**src/rtl/core/pputf8_pkg.sv**
```systemverilog
// ----------------------------------------------------------------------------
// pputf8_pkg
// Types, constants and helper functions shared by the archive path checker.
// ----------------------------------------------------------------------------
`default_nettype none

package pputf8_pkg;

    localparam logic [7:0] CHAR_SPACE     = 8'h20;
    localparam logic [7:0] CHAR_DOT       = 8'h2E;
    localparam logic [7:0] CHAR_SLASH     = 8'h2F;
    localparam logic [7:0] CHAR_COLON     = 8'h3A;
    localparam logic [7:0] CHAR_BACKSLASH = 8'h5C;
    localparam logic [7:0] CHAR_DEL       = 8'h7F;

    localparam logic [7:0] LEAD2_LO = 8'hC2;
    localparam logic [7:0] LEAD2_HI = 8'hDF;
    localparam logic [7:0] LEAD3_LO = 8'hE0;
    localparam logic [7:0] LEAD3_HI = 8'hEF;
    localparam logic [7:0] LEAD4_LO = 8'hF0;
    localparam logic [7:0] LEAD4_HI = 8'hF4;

    localparam logic [20:0] CP_MIN3 = 21'h000800;
    localparam logic [20:0] CP_MIN4 = 21'h010000;
    localparam logic [20:0] CP_MAX  = 21'h10FFFF;
    localparam logic [20:0] SURR_LO = 21'h00D800;
    localparam logic [20:0] SURR_HI = 21'h00DFFF;

    localparam logic [1:0] SEQ_NONE  = 2'd0;
    localparam logic [1:0] SEQ_TWO   = 2'd1;
    localparam logic [1:0] SEQ_THREE = 2'd2;
    localparam logic [1:0] SEQ_FOUR  = 2'd3;

    typedef enum logic [2:0] {
        FAULT_NONE      = 3'd0,
        FAULT_EMPTY     = 3'd1,
        FAULT_BAD_CHAR  = 3'd2,
        FAULT_BAD_COMP  = 3'd3,
        FAULT_BAD_UTF8  = 3'd4
    } fault_code_t;

    // Decoder state of the UTF-8 sequence in flight.
    typedef struct packed {
        logic [1:0]  cont_left;
        logic [1:0]  seq_len;
        logic [20:0] acc;
    } utf8_state_t;

    // Everything that a path carries from one byte to the next.
    typedef struct packed {
        logic        any_byte;
        logic        comp_nonempty;
        logic        comp_ends_bad;
        logic        bad_char;
        logic        bad_comp;
        logic        bad_utf8;
        logic        backslash;
        utf8_state_t utf8;
    } path_state_t;

    typedef struct packed {
        logic [7:0]  norm_byte;
        logic        byte_present;
        logic        verdict_ready;
        logic        path_ok;
        fault_code_t fault_code;
        logic        was_changed;
    } result_t;

    // Ends the current component and flags it if it was empty or ended badly.
    function automatic path_state_t close_component(path_state_t s);
        path_state_t r;
        r = s;
        if (!s.comp_nonempty || s.comp_ends_bad)
        begin
            r.bad_comp = 1'b1;
        end
        r.comp_nonempty = 1'b0;
        r.comp_ends_bad = 1'b0;
        return r;
    endfunction

endpackage

`default_nettype wire

```
**src/rtl/core/pputf8_utf8_step.sv**
```systemverilog
// ----------------------------------------------------------------------------
// pputf8_utf8_step
// Strict UTF-8 decoder step: advances the sequence state by one byte and flags
// overlongs, surrogates, values above U+10FFFF, bad lead bytes, broken sequences.
// ----------------------------------------------------------------------------
`default_nettype none

module pputf8_utf8_step
    import pputf8_pkg::*;
(
    input  wire logic [7:0]  data_byte,
    input  wire utf8_state_t state_in,
    input  wire logic        bad_in,
    output utf8_state_t      state_out,
    output logic             bad_out
);

    logic [20:0] acc_shift;
    logic        cp_bad;
    logic        take_lead;

    assign acc_shift = {state_in.acc[14:0], data_byte[5:0]};

    assign cp_bad = ((state_in.seq_len == SEQ_THREE) && (acc_shift < CP_MIN3))
                 || ((state_in.seq_len == SEQ_FOUR)  && (acc_shift < CP_MIN4))
                 || (acc_shift > CP_MAX)
                 || ((acc_shift >= SURR_LO) && (acc_shift <= SURR_HI));

    always_comb
    begin
        state_out = state_in;
        bad_out   = bad_in;
        take_lead = 1'b1;

        if (state_in.cont_left != 2'd0)
        begin
            if (data_byte[7:6] == 2'b10)
            begin
                take_lead           = 1'b0;
                state_out.acc       = acc_shift;
                state_out.cont_left = state_in.cont_left - 2'd1;
                if (state_in.cont_left == 2'd1)
                begin
                    if (cp_bad)
                    begin
                        bad_out = 1'b1;
                    end
                    state_out.seq_len = SEQ_NONE;
                    state_out.acc     = '0;
                end
            end
            else
            begin
                // A broken sequence ends here; the byte is then taken as a lead.
                bad_out   = 1'b1;
                state_out = '0;
            end
        end

        if (take_lead && data_byte[7])
        begin
            if ((data_byte >= LEAD2_LO) && (data_byte <= LEAD2_HI))
            begin
                state_out.seq_len   = SEQ_TWO;
                state_out.cont_left = 2'd1;
                state_out.acc       = {16'd0, data_byte[4:0]};
            end
            else if ((data_byte >= LEAD3_LO) && (data_byte <= LEAD3_HI))
            begin
                state_out.seq_len   = SEQ_THREE;
                state_out.cont_left = 2'd2;
                state_out.acc       = {17'd0, data_byte[3:0]};
            end
            else if ((data_byte >= LEAD4_LO) && (data_byte <= LEAD4_HI))
            begin
                state_out.seq_len   = SEQ_FOUR;
                state_out.cont_left = 2'd3;
                state_out.acc       = {18'd0, data_byte[2:0]};
            end
            else
            begin
                bad_out = 1'b1;
            end
        end
    end

endmodule

`default_nettype wire

```
**src/rtl/core/pputf8_path_step.sv**
```systemverilog
// ----------------------------------------------------------------------------
// pputf8_path_step
// Per-byte path logic: separator normalization, character, component and strict
// UTF-8 checks, and the verdict on the last item of a path.
// ----------------------------------------------------------------------------
`default_nettype none

module pputf8_path_step
    import pputf8_pkg::*;
(
    input  wire logic [7:0]  path_byte,
    input  wire logic        no_byte,
    input  wire logic        last_item,
    input  wire path_state_t state_in,
    output path_state_t      state_out,
    output result_t          result
);

    logic [7:0]  norm;
    utf8_state_t utf8_next;
    logic        utf8_bad_next;

    assign norm = (path_byte == CHAR_BACKSLASH) ? CHAR_SLASH : path_byte;

    pputf8_utf8_step u_utf8 (
        .data_byte (norm),
        .state_in  (state_in.utf8),
        .bad_in    (state_in.bad_utf8),
        .state_out (utf8_next),
        .bad_out   (utf8_bad_next)
    );

    always_comb
    begin
        path_state_t s;
        fault_code_t code;

        s    = state_in;
        code = FAULT_NONE;

        if (!no_byte)
        begin
            s.any_byte = 1'b1;
            if (path_byte == CHAR_BACKSLASH)
            begin
                s.backslash = 1'b1;
            end
            if (norm == CHAR_SLASH)
            begin
                s = close_component(s);
            end
            else
            begin
                if ((path_byte < CHAR_SPACE) || (path_byte == CHAR_DEL)
                    || (path_byte == CHAR_COLON))
                begin
                    s.bad_char = 1'b1;
                end
                s.comp_nonempty = 1'b1;
                s.comp_ends_bad = (path_byte == CHAR_SPACE) || (path_byte == CHAR_DOT);
            end
            s.utf8     = utf8_next;
            s.bad_utf8 = utf8_bad_next;
        end

        result.norm_byte     = no_byte ? 8'd0 : norm;
        result.byte_present  = !no_byte;
        result.verdict_ready = last_item;
        result.path_ok       = 1'b0;
        result.fault_code    = FAULT_NONE;
        result.was_changed   = 1'b0;

        if (last_item)
        begin
            s = close_component(s);
            if (s.utf8.cont_left != 2'd0)
            begin
                s.bad_utf8 = 1'b1;
            end
            if (!s.any_byte)
            begin
                code = FAULT_EMPTY;
            end
            else if (s.bad_char)
            begin
                code = FAULT_BAD_CHAR;
            end
            else if (s.bad_comp)
            begin
                code = FAULT_BAD_COMP;
            end
            else if (s.bad_utf8)
            begin
                code = FAULT_BAD_UTF8;
            end
            result.fault_code  = code;
            result.path_ok     = (code == FAULT_NONE);
            result.was_changed = s.backslash;
            s = '0;
        end

        state_out = s;
    end

endmodule

`default_nettype wire

```
**src/rtl/core/package_path_utf8_checker_core.sv**
```systemverilog
// Pipeline: an accepted item goes into the input register, then its result into
// the result register. Throughput: one item per clock unless m_axis_tready stalls;
// the path state is updated as each item moves on to the result register.
// The result register takes a held item when it is empty or being taken downstream.
// Reset: rst_n clears all valid flags and the per-path state, so the first
// item after reset starts a new path.
// ----------------------------------------------------------------------------
// package_path_utf8_checker_core
// Archive path checker: normalizes separators, checks characters, components
// and strict UTF-8, and gives a verdict on the last item of each path.
// ----------------------------------------------------------------------------
`default_nettype none

module package_path_utf8_checker_core
    import pputf8_pkg::*;
(
    input  wire logic        clk,
    input  wire logic        rst_n,

    input  wire logic        s_axis_tvalid,
    output logic             s_axis_tready,
    input  wire logic [7:0]  s_axis_tdata,   // [7:0] path_byte
    input  wire logic        s_axis_tuser,   // no_byte
    input  wire logic        s_axis_tlast,   // last_item

    output logic             m_axis_tvalid,
    input  wire logic        m_axis_tready,
    output logic [15:0]      m_axis_tdata,   // [7:0] norm_byte, [8] path_ok,
                                             // [11:9] fault_code, [12] was_changed
    output logic             m_axis_tuser,   // byte_present
    output logic             m_axis_tlast    // verdict_ready
);

    logic        in_valid_reg;
    logic        in_valid_next;
    logic [7:0]  in_byte_reg;
    logic        in_none_reg;
    logic        in_last_reg;

    logic        out_valid_reg;
    logic        out_valid_next;
    result_t     out_reg;

    path_state_t state_reg;
    path_state_t state_next;
    result_t     step_result;

    logic        advance;
    logic        accept;

    assign advance       = in_valid_reg && (!out_valid_reg || m_axis_tready);
    assign s_axis_tready = !in_valid_reg || advance;
    assign accept        = s_axis_tvalid && s_axis_tready;

    assign in_valid_next  = accept ? 1'b1 : (advance ? 1'b0 : in_valid_reg);
    assign out_valid_next = advance ? 1'b1 : (m_axis_tready ? 1'b0 : out_valid_reg);

    pputf8_path_step u_step (
        .path_byte (in_byte_reg),
        .no_byte   (in_none_reg),
        .last_item (in_last_reg),
        .state_in  (state_reg),
        .state_out (state_next),
        .result    (step_result)
    );

    always_ff @(posedge clk or negedge rst_n)
    begin
        if (!rst_n)
        begin
            in_valid_reg  <= 1'b0;
            out_valid_reg <= 1'b0;
            state_reg     <= '0;
        end
        else
        begin
            in_valid_reg  <= in_valid_next;
            out_valid_reg <= out_valid_next;
            if (advance)
            begin
                state_reg <= state_next;
            end
        end
    end

    always_ff @(posedge clk)
    begin
        if (accept)
        begin
            in_byte_reg <= s_axis_tdata;
            in_none_reg <= s_axis_tuser;
            in_last_reg <= s_axis_tlast;
        end
        if (advance)
        begin
            out_reg <= step_result;
        end
    end

    assign m_axis_tvalid = out_valid_reg;
    assign m_axis_tdata  = {3'd0, out_reg.was_changed, out_reg.fault_code,
                            out_reg.path_ok, out_reg.norm_byte};
    assign m_axis_tuser  = out_reg.byte_present;
    assign m_axis_tlast  = out_reg.verdict_ready;

    // The path state is fully cleared once the last item of a path goes through.
    assert property (@(posedge clk) disable iff (!rst_n)
        (advance && in_last_reg) |=> (state_reg == '0))
        else $error("path state not cleared after verdict");

    // Verdict fields stay zero on results that are not the verdict.
    assert property (@(posedge clk) disable iff (!rst_n)
        (m_axis_tvalid && !m_axis_tlast) |-> (m_axis_tdata[12:8] == 5'd0))
        else $error("verdict fields set outside verdict");

    // path_ok agrees with the fault code on every verdict.
    assert property (@(posedge clk) disable iff (!rst_n)
        (m_axis_tvalid && m_axis_tlast)
            |-> (m_axis_tdata[8] == (m_axis_tdata[11:9] == FAULT_NONE)))
        else $error("path_ok disagrees with fault code");

    // No byte may leave the block in a slot that carries none.
    assert property (@(posedge clk) disable iff (!rst_n)
        (m_axis_tvalid && !m_axis_tuser) |-> (m_axis_tdata[7:0] == 8'd0))
        else $error("norm_byte set without a byte");

endmodule

`default_nettype wire
```
**config.mk**
```make
export PLATFORM = sky130hd
export DESIGN_NAME = package_path_utf8_checker_core
export DESIGN_NICKNAME = d
export VERILOG_FILES = /design/src/rtl/core/pputf8_pkg.sv /design/src/rtl/core/pputf8_utf8_step.sv /design/src/rtl/core/pputf8_path_step.sv /design/src/rtl/core/package_path_utf8_checker_core.sv
export SDC_FILE = /design/constraint.sdc
export NUM_CORES = 1
export LEC_CHECK = 0
export BUFFER_PORTS_ARGS = -buffer_cell sky130_fd_sc_hd__buf_2
export CORE_ASPECT_RATIO = 1.2
export CORE_MARGIN = 4
export CORE_UTILIZATION = 35
export DETAILED_ROUTE_END_ITERATION = 10
export PLACE_DENSITY = 0.63
export SKIP_CTS_REPAIR_TIMING = 1
export SYNTH_ARGS = -nofsm -noshare
export SYNTH_HDL_FRONTEND = slang
export SYNTH_SLANG_ARGS = --single-unit
```
**constraint.sdc**
```tcl
create_clock -name clk -period 2.37 [get_ports clk]
set_input_delay 0 -clock clk [delete_from_list [all_inputs] [get_ports clk]]
set_output_delay 0 -clock clk [all_outputs]
set_load 0.02 [all_outputs]
```
# Yosys cells after proc, flatten, opt, wreduce, memory -nomap -nowiden
# Cells that the tools add are included.
[op_classes]
addsub = 1
n_lt_le_gt_ge = 12
n_eq_ne = 11
n_mux = 38
reduce_logical = 30
[ops]
columns = ["op", "n"]
rows = [
  ["two-way mux 25 bit", 6],
  ["two-way mux 32 bit", 2],
  ["== test 8 x 6 -> 1 bit (second input constant)", 4],
  ["two-way mux 28 bit", 1],
  [">= comparator 8 bit (second input constant)", 3],
  ["<= comparator 8 bit (second input constant)", 3],
  ["two-way mux 23 bit", 1],
  [">= comparator 21 x 16 -> 1 bit (second input constant)", 1],
  ["> comparator 21 bit (second input constant)", 1],
  ["<= comparator 21 x 16 -> 1 bit (second input constant)", 1],
  ["less-than comparator 21 x 12 -> 1 bit (second input constant)", 1],
  ["less-than comparator 21 x 17 -> 1 bit (second input constant)", 1],
  ["two-way mux 1 bit", 21],
  ["two-way mux 3 bit", 6],
  ["== test 8 x 7 -> 1 bit (second input constant)", 2],
  ["logical OR 1 bit", 10],
  ["logical AND 1 bit", 9],
  ["less-than comparator 8 x 6 -> 1 bit (second input constant)", 1],
  ["two-way mux 8 bit", 1],
  ["nonzero test 2 bit", 4],
  ["== test 2 bit (second input constant)", 3],
  ["logical NOT 1 bit", 5],
  ["logical NOT 3 bit", 1],
  ["== test 2 x 1 -> 1 bit (second input constant)", 1],
  ["other kinds (3)", 3],
]
[totals]
ff_bits = 59
inputBits = 14
out_inout_bits = 20
elab_cells = 113

# Logic depth before layout (Yosys ltp)
# Gate-level depths: netlist of the first run.
[logic_depth]
word_depth = 25
mapped_depth = 9
ltp_nobuf = 8

# Hierarchy
# From an unflattened synthesis of the first run, not the netlist that was laid out.
[unflattened]
hier_cells = 325
hier_area_um2 = 3722.3
[modules_own_cells]
columns = ["module", "instances", "cells_per_inst", "area_per_inst_um2", "seq_area_each_um2"]
rows = [
  ["package_path_utf8_checker_core", 1, 105, 2185.8, 1601.5],
  ["pputf8_path_step", 1, 123, 824.5, 0.0],
  ["pputf8_utf8_step", 1, 97, 711.9, 0.0],
]

# Worst setup path before layout of the first run
# No wires, ideal clock.
[synth_path]
path_kind = "register to register"
startpoint = "register state_reg[23] in the netlist's numbering"
endpoint = "register out_reg (netlist bit m_axis_tdata[8]), data pin"
setup_time_ns = 0.255
arrival_time_ns = 1.862
t_required_ns = 2.115
path_slack_ns = 0.254
path_stages_with_launch = 10
path_buffers = 1
synth_period_minus_slack_ns = 2.116
cell_sequence = "dfrtp_1 inv_1 ha_1 buf_4 nor4b_2 nor2_1 a211oi_1 o32ai_1 nor3b_2 and2_1"
[synth_via]
elab_chain_cells = 17
word_cells_on_any_way = 28
classes_between = "add/sub: 1; eq/ne: 1; mux: 22; reduce/logical: 4"
[synth_rtl]
columns = ["element", "line", "rtl"]
rows = [
  ["start: declaration", "package_path_utf8_checker_core.sv:44", "path_state_t state_reg;"],
  ["start signal: assignment", "package_path_utf8_checker_core.sv:81", "state_reg <= state_next;"],
  ["subtractor 2 x 1 -> 2 bit or == test 2 x 1 -> 1 bit (tied branches)", "pputf8_utf8_step.sv:41, pputf8_utf8_step.sv:42", ""],
  ["two-way mux 25 bit or two-way mux 1 bit (tied branches)", "pputf8_utf8_step.sv:37, pputf8_utf8_step.sv:42", ""],
  ["two-way mux 25 bit or two-way mux 1 bit (tied branches)", "pputf8_utf8_step.sv:35, pputf8_utf8_step.sv:37", ""],
  ["two-way mux 25 bit or two-way mux 1 bit (tied branches)", "pputf8_utf8_step.sv:74, pputf8_utf8_step.sv:35", ""],
  ["two-way mux 25 bit or two-way mux 1 bit (tied branches)", "pputf8_utf8_step.sv:68, pputf8_utf8_step.sv:74", ""],
  ["two-way mux 25 bit or two-way mux 1 bit (tied branches)", "pputf8_utf8_step.sv:62, pputf8_utf8_step.sv:68", ""],
  ["two-way mux 25 bit or two-way mux 1 bit (tied branches)", "pputf8_utf8_step.sv:60, pputf8_utf8_step.sv:62", ""],
  ["two-way mux 32 bit *", "pputf8_path_step.sv:41", "if (!no_byte)"],
  ["nonzero test 2 bit or two-way mux 32 bit (tied branches)", "pputf8_path_step.sv:76, pputf8_path_step.sv:41", ""],
  ["two-way mux 1 bit *", "pputf8_path_step.sv:76", "if (s.utf8.cont_left != 2'd0)"],
  ["two-way mux 1 bit *", "pputf8_path_step.sv:73", "if (last_item)"],
  ["two-way mux 3 bit *", "pputf8_path_step.sv:92", "else if (s.bad_utf8)"],
  ["two-way mux 3 bit *", "pputf8_path_step.sv:88", "else if (s.bad_comp)"],
  ["two-way mux 3 bit *", "pputf8_path_step.sv:84", "else if (s.bad_char)"],
  ["two-way mux 3 bit *", "pputf8_path_step.sv:80", "if (!s.any_byte)"],
  ["two-way mux 3 bit *", "pputf8_path_step.sv:73", ""],
  ["logical NOT 3 bit *", "pputf8_path_step.sv:97", "result.path_ok = (code == FAULT_NONE);"],
  ["end signal: assignment", "package_path_utf8_checker_core.sv:96", "out_reg <= step_result;"],
  ["end: declaration", "package_path_utf8_checker_core.sv:42", "result_t out_reg;"],
]
# Every way passes the cells marked *; elsewhere a longest branch is shown, timed or not. The select of a mux whose other input is x is not followed.
# A chain may end at the register's enable or synchronous reset.

# Final worst setup path of the first run
[layout_path]
startpoint = "register state_reg[23] in the netlist's numbering"
endpoint = "register out_reg (netlist bit m_axis_tdata[11]), data pin"
[layout_via]
elab_chain_cells = 16
word_cells_on_any_way = 27
classes_between = "add/sub: 1; eq/ne: 1; mux: 22; reduce/logical: 3"
[layout_rtl]
columns = ["element", "line"]
rows = [
  ["subtractor 2 x 1 -> 2 bit or == test 2 x 1 -> 1 bit (tied branches)", "pputf8_utf8_step.sv:41, pputf8_utf8_step.sv:42"],
  ["two-way mux 25 bit or two-way mux 1 bit (tied branches)", "pputf8_utf8_step.sv:37, pputf8_utf8_step.sv:42"],
  ["two-way mux 25 bit or two-way mux 1 bit (tied branches)", "pputf8_utf8_step.sv:35, pputf8_utf8_step.sv:37"],
  ["two-way mux 25 bit or two-way mux 1 bit (tied branches)", "pputf8_utf8_step.sv:74, pputf8_utf8_step.sv:35"],
  ["two-way mux 25 bit or two-way mux 1 bit (tied branches)", "pputf8_utf8_step.sv:68, pputf8_utf8_step.sv:74"],
  ["two-way mux 25 bit or two-way mux 1 bit (tied branches)", "pputf8_utf8_step.sv:62, pputf8_utf8_step.sv:68"],
  ["two-way mux 25 bit or two-way mux 1 bit (tied branches)", "pputf8_utf8_step.sv:60, pputf8_utf8_step.sv:62"],
  ["two-way mux 32 bit *", "pputf8_path_step.sv:41"],
  ["nonzero test 2 bit or two-way mux 32 bit (tied branches)", "pputf8_path_step.sv:76, pputf8_path_step.sv:41"],
  ["two-way mux 1 bit *", "pputf8_path_step.sv:76"],
  ["two-way mux 1 bit *", "pputf8_path_step.sv:73"],
  ["two-way mux 3 bit *", "pputf8_path_step.sv:92"],
  ["two-way mux 3 bit *", "pputf8_path_step.sv:88"],
  ["two-way mux 3 bit *", "pputf8_path_step.sv:84"],
  ["two-way mux 3 bit *", "pputf8_path_step.sv:80"],
  ["two-way mux 3 bit *", "pputf8_path_step.sv:73"],
]
# Marks and branches as above.

==> results of run 1 <==
power by group through the flow:
stage	sequential [mW]	combinational (mW)	clock, mW
after floorplan	1.12	0.243	0
after global placement	1.11	0.351	0
after detailed placement	1.11	0.356	0
after CTS	1.09	0.357	0.510
after global routing	1.10	0.417	0.551
final	1.09	0.378	0.488
layout make-up:
| cell class | instances | area (um2) |
|---|---|---|
| fillers | 637 | 3970 |
| inverters | 11 | 41.3 |
| flip-flops and latches | 53 | 1450 |
| repair buffers | 50 | 330 |
| well taps | 87 | 109 |
| multi-input cells | 147 | 948 |
| clock inverters | 3 | 16.3 |
| clock buffers | 5 | 68.8 |
metrics by stage:
stage | std cells | instance area [um2] | setup slack (ps) | util [%] | hold WS (ps)
finish | 356 | 2970 | 152 | 42.8 | -2.85
CTS | 344 | 2840 | 78.8 | 40.9 | -265
global route | 356 | 2970 | 4.39 | 42.8 | 0.0281
detailed placement | 336 | 2760 | 103 | 39.7 | 72.3
floorplan | 224 | 2530 | 254 | - | -296
global placement | 336 | 2760 | 191 | 39.7 | 70.9
kinds of logic after synthesis:
| logic type | synth area share, % |
|---|---|
| and+or+nand+nor | 18.1 |
| AOI/OAI and AO/OA | 17.5 |
| DFF | 57.5 |
| buffers and inverters | 5.40 |
| adders and majority gates | 0.991 |
| xor gates and xnor gates | 0.347 |
| other | 0.149 |
path summary, 6_finish.rpt:
path                               endpoint  slack (ps)           from
setup / recovery           m_axis_tdata[11]         150  state_reg[23]
hold / removal                 in_valid_reg          -3  m_axis_tready
setup reg to reg           m_axis_tdata[11]         150  state_reg[23]
hold reg to reg                state_reg[4]         480   state_reg[4]
max in group asynchronous     state_reg[23]        1670          rst_n
min in group asynchronous      state_reg[7]         250          rst_n
layer usage:
layer / vias to the layer above / wire, um / GRT usage, %
li1: 912 / - / -
met5: - / 0 / 0
met3: 9 / 237 / 2.37
met2: 49 / 2600 / 20.8
met4: 0 / 140 / 7.19
met1: 885 / 2320 / 16.2
layout by cell type (no fill, tap or decap), types with 2 or more instances in the layout:
| cell | netlist | layout |
|---|---|---|
| and2_1 | 3 | 3 |
| a211oi_1 | 3 | 2 |
| edfxtp_1 | 25 | 25 |
| nand2b_1 | 7 | 7 |
| inv_1 | 10 | 10 |
| nor4_4 | 2 | 2 |
| and4_1 | 3 | 3 |
| nor2_1 | 19 | 19 |
| clkinv_2 | 0 | 2 |
| conb_1 | 1 | 3 |
| o32ai_1 | 2 | 2 |
| buf_2 | 1 | 30 |
| nand2_1 | 19 | 19 |
| dlygate4sd3_1 | 0 | 12 |
| clkbuf_8 | 0 | 5 |
| o21a_1 | 2 | 2 |
| o21ai_0 | 3 | 3 |
| nor4_1 | 4 | 4 |
| a22o_1 | 10 | 10 |
| o21ai_1 | 6 | 6 |
| a21oi_1 | 16 | 16 |
| nor3b_1 | 2 | 2 |
| buf_4 | 8 | 8 |
| o21ai_2 | 2 | 2 |
| ha_1 | 2 | 2 |
| nor3_1 | 7 | 7 |
| o31ai_1 | 3 | 3 |
| o22ai_1 | 3 | 3 |
| a31oi_1 | 2 | 2 |
| nor2b_1 | 3 | 3 |
| dfrtp_1 | 28 | 27 |
critical path, stage by stage, from the launching register on:
cell,delay [ps]
dfrtp_2,460
inv_1,90
ha_1,260
nor4b_2,100
a2111oi_2,410
a211oi_2,80
o32ai_1,290
nor3b_2,230
nor2b_1,60
==> flow_summary.yaml, run 1 <==
status:
  status: "finished, violations left"
  violations: "hold timing"
yosys:
  syn_area_mm2: 0.00252
  synthTopCellsByCount: "28 x dfrtp_1, 25 x edfxtp_1, 19 x nand2_1, 19 x nor2_1, 16 x a21oi_1"
  yosysTopAreaCellShare_pct: 29.7
  synth_most_common_cell: "dfrtp_1"
  ys_types: 52
  yosysWarnings: 0
  synth-seq-area-share_pct: 57.5
  synth_seq_cells: 53
  synth_top_area_cell: "edfxtp_1"
  netlist_instances: 222
  synth.area.top_cells: "edfxtp_1 30%, dfrtp_1 28%, a22o_1 3.5%, a21oi_1 3.2%, nand2_1 2.8%"
  synth_ff_type: "dfrtp_1"
  synthArstFlopShare_pct: 52.8
  synth_edf_count: 25
  synth_area_per_cell_um2: 11.4
global_route:
  antenna_found_initial: 0
  grt_pass1_vias: 1811
  grt_pass1_wl_um: 8710
  grt.total_usage_pct: 12.9
  grt_overflow: 0
  grt_max_degree: 29
floorplanning:
  ios: 34
  row_count: 33
  die_w_um: 85.5
  start_util_pct: 36.4
  die_area_mm2: 0.00864
  coreArea_mm2: 0.00694
  die_y_um: 101
timing:
  worstMarginPinSlew_ps: 644
  finalSetupTns_ps: 0
  rsz0062_at_grt: "no"
  setup_violations: 0
  fmax_mhz: 451
  min_period_ps: 2220
  min_period_over_period_pct: 93.6
  hold_ws_ps: -2.85
  finalHoldViolCount: 1
  skew_ps: 5.66
  slew_viol_final: 0
  maxSlewHeadroom_pct: 57.1
cts:
  clk_latency_ps: 300
  htreeDepth: 2
  clock_sinks: 53
  cts_buffer_depth: 2
  tritoncts: "built"
  clk_pin_slew_ps: 90
  numCtsBuffers: 5
  root_buffer: "clkbuf_8"
placement:
  post-dp-hpwl_um: 3800
  place.gp.congestion: 0.879
  io_buffers: 30
power_and_ir_drop:
  p_sw_share_pct: 29.0
  power.switching_mw: 0.568
  internal-power_mw: 1.39
  seqPwrFrac_pct: 55.7
  powerDensity_mw_per_mm2: 659
  power.share.combinational_pct: 19.3
  p_total_mw: 1.96
  p_clk_share_pct: 25.0
  leakage_nw: 1.24
  vdd_drop_max_mv: 0.357
routing:
  ant_nets: 0
  viasPerCell: 5.21
  drtIter0Drc: 131
  wire_per_inst_um: 14.9
  vias: 1855
  finalWirelength_um: 5290
  firstDrtPassIters: 4
  drc: 0
cells_and_area:
  largest_reg_flops: 26
  area_delta_synth_final_pct: 17.6
  layout.nets: 284
  drive_above_1_share_pct: 22.3
  antennaDiodeCount: 0
setup_path:
  reg2reg_depth: 8
  crit_required_ps: 2440
  crit_arrival_ps: 2280
  path_max_fanout: 6
  crit_type: "flop to flop"
  start_kind: "flop"
  setup.worst_path.end_class: "flop"
worst_hold_path:
  min_path_cells: 3
  hold_class: "input port to flop"
job:
  drv_cap: 0
(Power assumes the default switching activity.)
==> run 2, diff against run 1 <==
--- a/config.mk
+++ b/config.mk
@@ -8,9 +8,9 @@
 export BUFFER_PORTS_ARGS = -buffer_cell sky130_fd_sc_hd__buf_2
 export CORE_ASPECT_RATIO = 1.2
 export CORE_MARGIN = 4
-export CORE_UTILIZATION = 35
+export CORE_UTILIZATION = 57
 export DETAILED_ROUTE_END_ITERATION = 10
-export PLACE_DENSITY = 0.63
+export PLACE_DENSITY = 0.89
 export SKIP_CTS_REPAIR_TIMING = 1
 export SYNTH_ARGS = -nofsm -noshare
 export SYNTH_HDL_FRONTEND = slang
==> run 2 against run 1 <==
  * The run now ends clean
  * First-iteration DRC count up 110%
  * Power grew 4.8%
  * Combinational power is 2% higher
  * Utilization is 27 points higher
  * Routed wire length increased by 0.96%
  * Sequential share of layout area increased by 0.21 points
  * Maximum frequency increased by 1.2%
  * Non-clock buffer count unchanged
  * Setup slack gained 27 ps
  * Worst hold slack improved by 17 ps
  * Critical path type unchanged
  * Critical endpoint unchanged
  * Highest routed layer unchanged
==> flow_summary.yaml, run 2 (synthesized netlist as in run 1, its figures left out) <==
status:
  status: "complete, no violations"
cells_and_area:
  fillers: 341
  antennaDiodeCount: 0
  largest_reg_flops: 26
  area_delta_synth_final_pct: 17.1
  layout.nets: 284
  final_common_cell: "buf_2"
  layout_common_cells: "30 x buf_2, 27 x dfrtp_1, 25 x edfxtp_1"
  drive_above_1_share_pct: 21.9
  seq_area_mm2: 0.00145
  multi_input_area_um2: 948
timing:
  rsz0062_at_grt: "no"
  finalHoldViolCount: 0
  slew_viol_final: 0
  min_period_over_period_pct: 92.4
  fmax_mhz: 456
  skew_ps: 9.16
  setup_violations: 0
  maxSlewHeadroom_pct: 57.6
  min_period_ps: 2190
  worstMarginPinSlew_ps: 635
  finalSetupTns_ps: 0
routing:
  viasPerCell: 5.93
  m1WireLength_um: 2080
  wl_met3_um: 331
  wl_met2_um: 2780
  ant_nets: 0
  firstDrtPassIters: 4
  finalWirelength_um: 5340
  wire_per_inst_um: 16.4
  drtIter0Drc: 277
  drc: 0
  vias: 1926
  top_layer_used: "met4"
global_route:
  grt.total_usage_pct: 21.4
  grt_pass1_vias: 1820
  grt_max_degree: 29
  grt_overflow: 0
  antenna_found_initial: 0
  grt_pass1_wl_um: 8720
cts:
  cts_buffer_depth: 2
  clk_latency_ps: 310
  clock_sinks: 53
  tritoncts: "built"
  htreeDepth: 2
  clk_pin_slew_ps: 90
  numCtsBuffers: 5
  root_buffer: "clkbuf_8"
setup_path:
  path_buf_inv: 1
  max_stage_delay_ps: 450
  cp_top_family: "compound AO/OA/AOI/OAI gates"
  setup.worst_path.end_class: "flop"
  crit_type: "flop to flop"
  start_kind: "flop"
  crit_arrival_ps: 2260
  crit_slowest_cell: "dfrtp_2"
  path_max_fanout: 6
  crit_required_ps: 2440
  crit_chain: "inv_1 > ha_1 > nor4b_2 > a2111oi_2 > a211oi_2 > o32ai_1 > nor3b_2 > nor2b_1"
power_and_ir_drop:
  seqPwrFrac_pct: 53.1
  p_clk_share_pct: 28.1
  p_total_mw: 2.05
  internal-power_mw: 1.49
  leakage_nw: 1.25
  power.switching_mw: 0.564
  power.share.combinational_pct: 18.8
  vdd_drop_max_mv: 0.459
  p_sw_share_pct: 27.5
  powerDensity_mw_per_mm2: 694
placement:
  place.gp.congestion: 0.859
  post-dp-hpwl_um: 3720
  io_buffers: 30
job:
  drv_cap: 0
floorplanning:
  die_y_um: 80.9
  start_util_pct: 59.2
  coreArea_mm2: 0.00426
  die_w_um: 68.7
  row_count: 26
  ios: 34
  die_area_mm2: 0.00556
worst_hold_path:
  hold_class: "input port to flop"
-- run 2: power by group through the flow --
stage               Combinational, mW  Sequential, mW  Clock (mW)
floorplan                       0.243            1.12           0
global placement                0.345            1.10           0
detailed placement              0.358            1.11           0
CTS                             0.364            1.09       0.590
global route                    0.423            1.10       0.632
finish                          0.385            1.09       0.577
-- run 2: path summary, 6_finish.rpt --
| kind | from | to | slack [ps] | cells past startpoint |
|---|---|---|---|---|
| max in group asynchronous | rst_n | state_reg[23] | 1680 | 2 |
| worst min register to register | state_reg[4] | state_reg[4] | 480 | 2 |
| worst min-delay path | m_axis_tready | m_axis_tvalid | 10 | 3 |
| min in group asynchronous | rst_n | state_reg[1] | 250 | 2 |
| worst max register to register | state_reg[23] | m_axis_tdata[11] | 180 | 8 |
| worst max-delay path | state_reg[23] | m_axis_tdata[11] | 180 | 8 |
-- run 2: worst min-delay path, delay by kind of cell --
kind	cells	cell delay (ps)
buffers and inverters	1	80
and+or+nand+nor	2	190
-- run 2: metal layers --
layer,vias up,global-route usage (%)
li1,908,-
met1,923,27.2
met2,81,34.9
met3,14,4.01
met4,0,10.3
met5,-,0
-- run 2: stage by stage --
step | util, % | worst slack [ps] | area [um2] | std cells | hold slack [ps]
6_report | 69.3 | 179 | 2950 | 325 | 13.7
5_1_grt | 69.3 | 4.80 | 2950 | 325 | 15.2
4_1_cts | 66.4 | 77.1 | 2830 | 313 | -272
3_5_place_dp | 63.7 | 106 | 2720 | 305 | 65.0
3_3_place_gp | 63.7 | 250 | 2720 | 305 | 60.4
2_1_floorplan | - | 254 | 2530 | 224 | -296
-- run 2: cell type report --
type	count	area share, %
repair buffers	50	11.2
multi-input cells	147	32.1
well taps	56	2.37
inverters	11	1.40
clock buffers	8	3.77
flip-flops and latches	53	49.2
